==> config.mk <==
export PLATFORM = sky130hd
export DESIGN_NAME = ihal_ctrl
export DESIGN_NICKNAME = d
export VERILOG_FILES = /design/src/hdl/ihal_pkg.sv /design/src/hdl/ihal_ctrl.sv
export SDC_FILE = /design/constraint.sdc
export NUM_CORES = 1
export LEC_CHECK = 0
export BUFFER_PORTS_ARGS = -buffer_cell sky130_fd_sc_hd__buf_2
export CAP_MARGIN = 10
export CORE_MARGIN = 2
export CORE_UTILIZATION = 50
export DETAILED_ROUTE_END_ITERATION = 16
export MAX_ROUTING_LAYER = met4
export PLACE_DENSITY = 0.76
export SLEW_MARGIN = 20
export SYNTH_ARGS = -nofsm -noshare
export SYNTH_HDL_FRONTEND = slang
export SYNTH_SLANG_ARGS = --single-unit
==> constraint.sdc <==
create_clock -name clk_i -period 2.2 [get_ports clk_i]
set_input_delay 0.33 -clock clk_i [delete_from_list [all_inputs] [get_ports clk_i]]
set_output_delay 0.33 -clock clk_i [all_outputs]
set_load 0.005 [all_outputs]
==> src/hdl/ihal_pkg.sv <==
`timescale 1ns / 1ps
package ihal_pkg;

  // Internal byte addresses are kept wide enough that sums of tag sizes never
  // wrap back into the heap, and that a step below zero lands far outside it.
  localparam int AW    = 36;
  localparam int TAG_W = 32;
  localparam int REQ_W = 17;
  localparam int NEED_W = 18;
  localparam int GROW_W = 19;

  localparam logic [TAG_W-1:0] SIZE_MASK = 32'hFFFF_FFF8;
  localparam logic [TAG_W-1:0] ALLOC_BIT = 32'h0000_0001;
  localparam logic [NEED_W-1:0] MIN_BLOCK = 18'd16;
  localparam logic [16:0] RESET_CHUNK = 17'd4096;
  localparam int RESET_BREAK = 4112;

  // Result status codes.
  localparam logic [1:0] ST_DONE    = 2'd0;
  localparam logic [1:0] ST_OOM     = 2'd1;
  localparam logic [1:0] ST_IGNORED = 2'd2;

  // Datapath commands.
  localparam logic [4:0] CMD_NOP     = 5'd0;
  localparam logic [4:0] CMD_CLEAR   = 5'd1;
  localparam logic [4:0] CMD_CAPTURE = 5'd2;
  localparam logic [4:0] CMD_DECODE  = 5'd3;
  localparam logic [4:0] CMD_FF      = 5'd4;
  localparam logic [4:0] CMD_GROW    = 5'd5;
  localparam logic [4:0] CMD_GROW2   = 5'd6;
  localparam logic [4:0] CMD_GW2     = 5'd7;
  localparam logic [4:0] CMD_GW3     = 5'd8;
  localparam logic [4:0] CMD_M0      = 5'd9;
  localparam logic [4:0] CMD_M1      = 5'd10;
  localparam logic [4:0] CMD_M2      = 5'd11;
  localparam logic [4:0] CMD_M3      = 5'd12;
  localparam logic [4:0] CMD_M4      = 5'd13;
  localparam logic [4:0] CMD_M5      = 5'd14;
  localparam logic [4:0] CMD_C0      = 5'd15;
  localparam logic [4:0] CMD_C1      = 5'd16;
  localparam logic [4:0] CMD_C2      = 5'd17;
  localparam logic [4:0] CMD_C3      = 5'd18;
  localparam logic [4:0] CMD_C4      = 5'd19;
  localparam logic [4:0] CMD_C5      = 5'd20;
  localparam logic [4:0] CMD_FA      = 5'd21;
  localparam logic [4:0] CMD_FB      = 5'd22;
  localparam logic [4:0] CMD_FIN     = 5'd23;

  typedef struct packed {
    logic [4:0] op;
    logic [1:0] fin_status;
  } dp_cmd_t;

  typedef struct packed {
    logic clear_done;
    logic req_zero;
    logic addr_zero;
    logic is_free;
    logic ff_zero;
    logic ff_fit;
    logic oom;
    logic merge_skip;
    logic split;
  } dp_flags_t;

  // Contents of a tag word right after reset: prologue, one free block, epilogue.
  function automatic logic [TAG_W-1:0] tag_init(input logic [31:0] idx);
    logic [TAG_W-1:0] v;
    v = '0;
    if (idx == 32'd1 || idx == 32'd2) begin
      v = 32'd8 | ALLOC_BIT;
    end else if (idx == 32'd3 || idx == 32'd1026) begin
      v = 32'd4096;
    end else if (idx == 32'd1027) begin
      v = ALLOC_BIT;
    end
    return v;
  endfunction

endpackage

==> src/hdl/ihal_ctrl.sv <==
`timescale 1ns / 1ps
module ihal_ctrl (
  input  logic               clk_i,
  input  logic               rst_ni,
  input  logic               in_valid_i,
  output logic               in_stall_o,
  input  logic               out_stall_i,
  output logic               out_valid_o,
  input  ihal_pkg::dp_flags_t flags_i,
  output ihal_pkg::dp_cmd_t   cmd_o
);
  import ihal_pkg::*;

  localparam logic [4:0] S_IDLE   = CMD_CAPTURE;
  localparam logic [4:0] S_CLEAR  = CMD_CLEAR;
  localparam logic [4:0] S_DECODE = CMD_DECODE;
  localparam logic [4:0] S_FF     = CMD_FF;
  localparam logic [4:0] S_GROW   = CMD_GROW;
  localparam logic [4:0] S_GROW2  = CMD_GROW2;
  localparam logic [4:0] S_GW2    = CMD_GW2;
  localparam logic [4:0] S_GW3    = CMD_GW3;
  localparam logic [4:0] S_M0     = CMD_M0;
  localparam logic [4:0] S_M1     = CMD_M1;
  localparam logic [4:0] S_M2     = CMD_M2;
  localparam logic [4:0] S_M3     = CMD_M3;
  localparam logic [4:0] S_M4     = CMD_M4;
  localparam logic [4:0] S_M5     = CMD_M5;
  localparam logic [4:0] S_C0     = CMD_C0;
  localparam logic [4:0] S_C1     = CMD_C1;
  localparam logic [4:0] S_C2     = CMD_C2;
  localparam logic [4:0] S_C3     = CMD_C3;
  localparam logic [4:0] S_C4     = CMD_C4;
  localparam logic [4:0] S_C5     = CMD_C5;
  localparam logic [4:0] S_FA     = CMD_FA;
  localparam logic [4:0] S_FB     = CMD_FB;
  localparam logic [4:0] S_FIN    = CMD_FIN;

  logic [4:0] state_q, state_d;
  logic [1:0] fin_q, fin_d;
  logic       out_valid_q, out_valid_d;
  logic       take_in, out_free;

  assign take_in     = (state_q == S_IDLE) && in_valid_i;
  assign out_free    = !out_valid_q || !out_stall_i;
  assign in_stall_o  = (state_q != S_IDLE);
  assign out_valid_o = out_valid_q;

  always_comb begin
    state_d = state_q;
    fin_d   = fin_q;
    cmd_o.op = state_q;
    cmd_o.fin_status = fin_q;
    out_valid_d = out_valid_q && out_stall_i;
    case (state_q)
      S_CLEAR: begin
        if (flags_i.clear_done) state_d = S_IDLE;
      end
      S_IDLE: begin
        if (take_in) begin
          state_d = S_DECODE;
        end else begin
          cmd_o.op = CMD_NOP;
        end
      end
      S_DECODE: begin
        if (flags_i.is_free ? flags_i.addr_zero : flags_i.req_zero) begin
          fin_d   = ST_IGNORED;
          state_d = S_FIN;
        end else begin
          state_d = flags_i.is_free ? S_FA : S_FF;
        end
      end
      S_FF: begin
        if (flags_i.ff_zero) begin
          state_d = S_GROW;
        end else if (flags_i.ff_fit) begin
          state_d = S_C0;
        end
      end
      S_GROW:  state_d = S_GROW2;
      S_GROW2: begin
        if (flags_i.oom) begin
          fin_d   = ST_OOM;
          state_d = S_FIN;
        end else begin
          state_d = S_GW2;
        end
      end
      S_GW2: state_d = S_GW3;
      S_GW3: state_d = S_M0;
      S_M0:  state_d = S_M1;
      S_M1:  state_d = S_M2;
      S_M2:  state_d = S_M3;
      S_M3: begin
        if (flags_i.merge_skip) begin
          fin_d   = ST_DONE;
          state_d = flags_i.is_free ? S_FIN : S_C0;
        end else begin
          state_d = S_M4;
        end
      end
      S_M4: state_d = S_M5;
      S_M5: begin
        fin_d   = ST_DONE;
        state_d = flags_i.is_free ? S_FIN : S_C0;
      end
      S_C0: state_d = S_C1;
      S_C1: state_d = S_C2;
      S_C2: state_d = S_C3;
      S_C3: begin
        fin_d   = ST_DONE;
        state_d = flags_i.split ? S_C4 : S_FIN;
      end
      S_C4: state_d = S_C5;
      S_C5: begin
        fin_d   = ST_DONE;
        state_d = S_FIN;
      end
      S_FA: state_d = S_FB;
      S_FB: state_d = S_M0;
      S_FIN: begin
        if (out_free) begin
          out_valid_d = 1'b1;
          state_d     = S_IDLE;
        end else begin
          cmd_o.op = CMD_NOP;
        end
      end
      default: begin
        cmd_o.op = CMD_NOP;
        state_d  = S_IDLE;
      end
    endcase
  end

  always_ff @(posedge clk_i or negedge rst_ni) begin
    if (!rst_ni) begin
      state_q     <= S_CLEAR;
      fin_q       <= ST_DONE;
      out_valid_q <= 1'b0;
    end else begin
      state_q     <= state_d;
      fin_q       <= fin_d;
      out_valid_q <= out_valid_d;
    end
  end

  a_accept_decodes: assert property (@(posedge clk_i) disable iff (!rst_ni)
    take_in |=> state_q == S_DECODE)
    else $error("accepted item did not move to decode");

  a_fin_delivers: assert property (@(posedge clk_i) disable iff (!rst_ni)
    (state_q == S_FIN && out_free) |=> (out_valid_q && state_q == S_IDLE))
    else $error("finished item was not posted");

  a_fin_code: assert property (@(posedge clk_i) disable iff (!rst_ni)
    out_valid_q |-> (fin_q == ST_DONE || fin_q == ST_OOM || fin_q == ST_IGNORED))
    else $error("bad status code");

  a_clear_holds: assert property (@(posedge clk_i) disable iff (!rst_ni)
    (state_q == S_CLEAR && !flags_i.clear_done) |=> state_q == S_CLEAR)
    else $error("clearing pass left early");

endmodule

# Word level (Yosys, flattened, before mapping)
# Index checks and enable logic that the tools add are counted.
[op_classes]
muxes = 22
reduce_logical = 11
n_eq_ne = 31
[ops]
columns = ["op", "n"]
rows = [
  ["$pmux 5 s22", 1],
  ["$mux 5", 12],
  ["$eq 5x4->1 const B", 8],
  ["$eq 5x5->1 const B", 8],
  ["$reduce_or 21->1", 1],
  ["$eq 5x3->1 const B", 4],
  ["$pmux 5 s3", 1],
  ["$ne 2x2->1 const B", 6],
  ["$eq 5x2->1 const B", 2],
  ["$pmux 2 s4", 1],
  ["$reduce_and 4->1", 2],
  ["$mux 2", 3],
  ["$eq 5x1->1 const B", 1],
  ["$ne 5x2->1 const B", 1],
  ["$reduce_bool 4->1", 1],
  ["$mux 1", 3],
  ["$mux 3", 1],
  ["$ne 3x3->1 const B", 1],
  ["$reduce_or 3->1", 1],
  ["$logic_and 1x1->1", 2],
  ["$logic_not 1->1", 2],
  ["$reduce_or 2->1", 1],
  ["$logic_or 1x1->1", 1],
]
[totals]
in_bits = 13
output_inout_bits = 9
ff_bits = 8
word_cells = 67

# Longest topological paths before layout
[logic_depth]
depth_word = 4
depth_mapped = 6

# Worst setup path after synthesis
# Ideal clock, no wire load.
[synth_timing]
kind = "register to output"
from = "register state_q[2]"
to = "output port cmd_o[2] (netlist bit)"
setup_slack_ns = 0.418
stages_incl_launch_ff = 6
required_ns = 1.870
path_buffers = 1
arrival_time_ns = 1.452
cell_sequence = "dfrtp_1 buf_6 or4b_4 nor2_1 a221o_1 and2_1"
[synth_rtl]
columns = ["element", "line", "text"]
rows = [
  ["from (decl)", "ihal_ctrl.sv:38", "logic [4:0] state_q, state_d;"],
  ["from (signal assigned)", "ihal_ctrl.sv:142", "state_q <= state_d;"],
  ["to (decl)", "ihal_ctrl.sv:10", "output ihal_pkg::dp_cmd_t cmd_o"],
]

==> run metrics <==
area share of the largest cell type after synthesis 0.203; die width 45.5 um; first-pass GRT wire length 4.04 mm; CTS clk-pin slew, worst paths 60 ps; root buffer cell clkbuf_4; grt total ovfl 0; Final HPWL DP 1.82 mm; Via density 6.46; MaxCap Viol Count 0; FMAX 471 MHz; Top delay family on crit path flip-flops; GPL Wtd Cong 0.918; CTS sink cnt 8; Vias 1020; P_leak 0.491 nW; die area 2070 sq um; number of diodes 0; adder-cell share of the synthesized area 0; Fin Setup TNS 0 ps; Synth cell types 46; total power 1.64 mW; class of the worst hold path in -> reg; clk_lat worst skew 250 ps; final wirelength 2.55 mm; # DRC 0; biggest area consumer among synthesized cells dfrtp_1; Max Slew Vio Count 0; nets 156; kind of end point of the critical path output pin; Mapped Nets 124; RSZ-0062 raised after global routing false; WP data required 1870 ps; VDD IR max 1.16 mV; EDFF count, synth 0; largest net degree at the start of global routing 15; WL per Instance 16.1 um; Inst Count DP 147; Antenna Violating Nets Remaining 0; Synth Area in Simple Gates 0.371; Worst Path Buf+Inv 2; vias in the first global route 873; crit-path cells buf_4 > nor2_2 > a221o_1 > and2_1 > buf_2; WS Path Type reg -> out; Port Buf Inserts 21; row cnt 14; max_slew headroom 0.639; area added between synthesis and finish 25.9%; Synth Flop Type dfrtp_1; CTS buffer count 3; Global Route Usage Sum 0.275; CP max stage cell dfstp_2; Worst Skew 4.50 ps; crit path time final 2120 ps; outcome finished clean; final setup violation count 0; die height 45.5 um; Mapped Area 861 sq um; largest family of logic cells by synthesized area simple AND/OR/NAND/NOR gates; post-synthesis async set-or-reset flop share 1.00; P per Cell Area 1510 nW/um^2; post-route insts no fill 158; antenna violations before repair 0; Initial Utilization 0.552; I/O pin count 22; final hold vios 0; Syn Area/Cell 7.76 sq um; Yosys warnings 0; first-pass iteration count of the detailed router 4; CP peak stage delay 620 ps; mux cell area share after synthesis 0; startpoint types flip-flop; Synth Area in XOR/XNOR 0; Syn Inst Count 111; Critical Path AT 1790 ps; post-synthesis compound-gate area fraction 0.307; H-tree levels 1; Tcrit/Tclk final 0.965; 1st-iter DRT viols 57; Tightest Pin Transition 537 ps; core area 1560 sq um; CTS tree yes; critical path peak fanout 13; FF+latch count, synth 8; layout cells sized above 1 0.373; CTS max path bufs 2; largest cells by area after synthesis dfrtp_1 (20%), nor2_1 (5.2%), o211ai_1 (4.4%); Seq/Total Area, Yosys 0.234
==> where the power goes <==
part / internal (mW) / leakage, nW / switching [mW] / total (mW)
Clock: 0.0696 / 0.0150 / 0.0530 / 0.123
Sequential: 0.233 / 0.0940 / 0.0906 / 0.323
Combinational: 0.581 / 0.382 / 0.609 / 1.19
==> worst register-to-register path, stage by stage (launching register included) <==
cell	delay, ps
dfrtp_2	450
buf_4	150
or3b_2	520
o32ai_1	430
or3_1	200
o211ai_1	100
==> flip-flops by register name (all words and copies together) (netlist names) <==
register and count:
out_valid_o 1, fin_q 2, state_q 5
==> worst paths after layout <==
path	from	endpoint	cells past startpoint	slack, ps
max in group asynchronous	rst_ni	state_q[0]	2	1530
setup reg to reg	state_q[3]	fin_q[0]	5	210
min in group asynchronous	rst_ni	state_q[1]	2	440
setup / recovery	state_q[0]	cmd_o[3]	5	80
hold reg to reg	fin_q[1]	fin_q[1]	2	530
hold / removal	out_stall_i	out_valid_o	2	350
==> cells in the final DEF, fill, tap and decap left out, drive strengths merged, types with 2 or more instances in the layout <==
cell / instances
a211oi: 2
a21o: 2
a21oi: 2
a22oi: 2
a32oi: 2
and2: 5
and3: 2
buf: 35
clkbuf: 4
dfrtp: 7
inv: 6
nand2: 8
nand3: 3
nor2: 12
nor2b: 5
nor4: 2
nor4b: 2
o211ai: 5
o21ai: 7
o2bb2ai: 2
o32a: 3
or2: 3
or3b: 2
or4b: 2
==> synthesized netlist by cell type, drive strengths merged (2+ instances only) <==
library cell / count
a211oi: 2
a21o: 2
a21oi: 2
a22oi: 2
a32oi: 2
and2: 5
and3: 2
buf: 4
clkbuf: 5
dfrtp: 7
inv: 6
nand2: 8
nand3: 3
nor2: 12
nor2b: 5
nor4: 2
nor4b: 2
o211ai: 5
o21ai: 7
o2bb2ai: 2
o32a: 3
or2: 3
or3b: 2
or4b: 2
==> logic make-up after synthesis <==
| family | count (synthesis) |
|---|---|
| AOI/OAI and AO/OA | 34 |
| DFF | 8 |
| and+or+nand+nor | 54 |
| buffers and inverters | 15 |
==> metal layers <==
layer | vias up | global-route usage | wire length [um]
met5 | - | - | 0
met4 | 0 | 0.0882 | 0
met3 | 0 | 0.0317 | 199
met2 | 56 | 0.403 | 1250
met1 | 482 | 0.393 | 1100
li1 | 482 | - | -
==> area by class of cell <==
class | count | area, sq um
multi-input combinational | 88 | 588
clock buffer | 4 | 26.3
tap | 16 | 20.0
timing repair buffer | 36 | 220
sequential | 8 | 206
fill | 127 | 475
inverter | 6 | 22.5
==> stage by stage <==
stage	util	area, sq um	hold slack, ps	setup WS [ps]
2_1_floorplan	-	861	34.4	418
3_3_place_gp	0.636	992	174	281
3_5_place_dp	0.636	992	178	233
4_1_cts	0.667	1040	307	14.9
5_1_grt	0.695	1080	334	1.21
6_report	0.695	1080	345	76.0
==> what timing repair did <==
| item | 4_1_cts | 5_1_grt |
|---|---|---|
| gates resized for setup | 3 | 3 |
| setup buffers | 1 | 5 |
| pin swaps | 0 | 0 |
| endpoints found under the hold margin | 7 | 0 |
| hold buffers | 1 | 0 |
| setup endpoints to repair | 3 | 3 |
(Power assumes the default switching activity.)
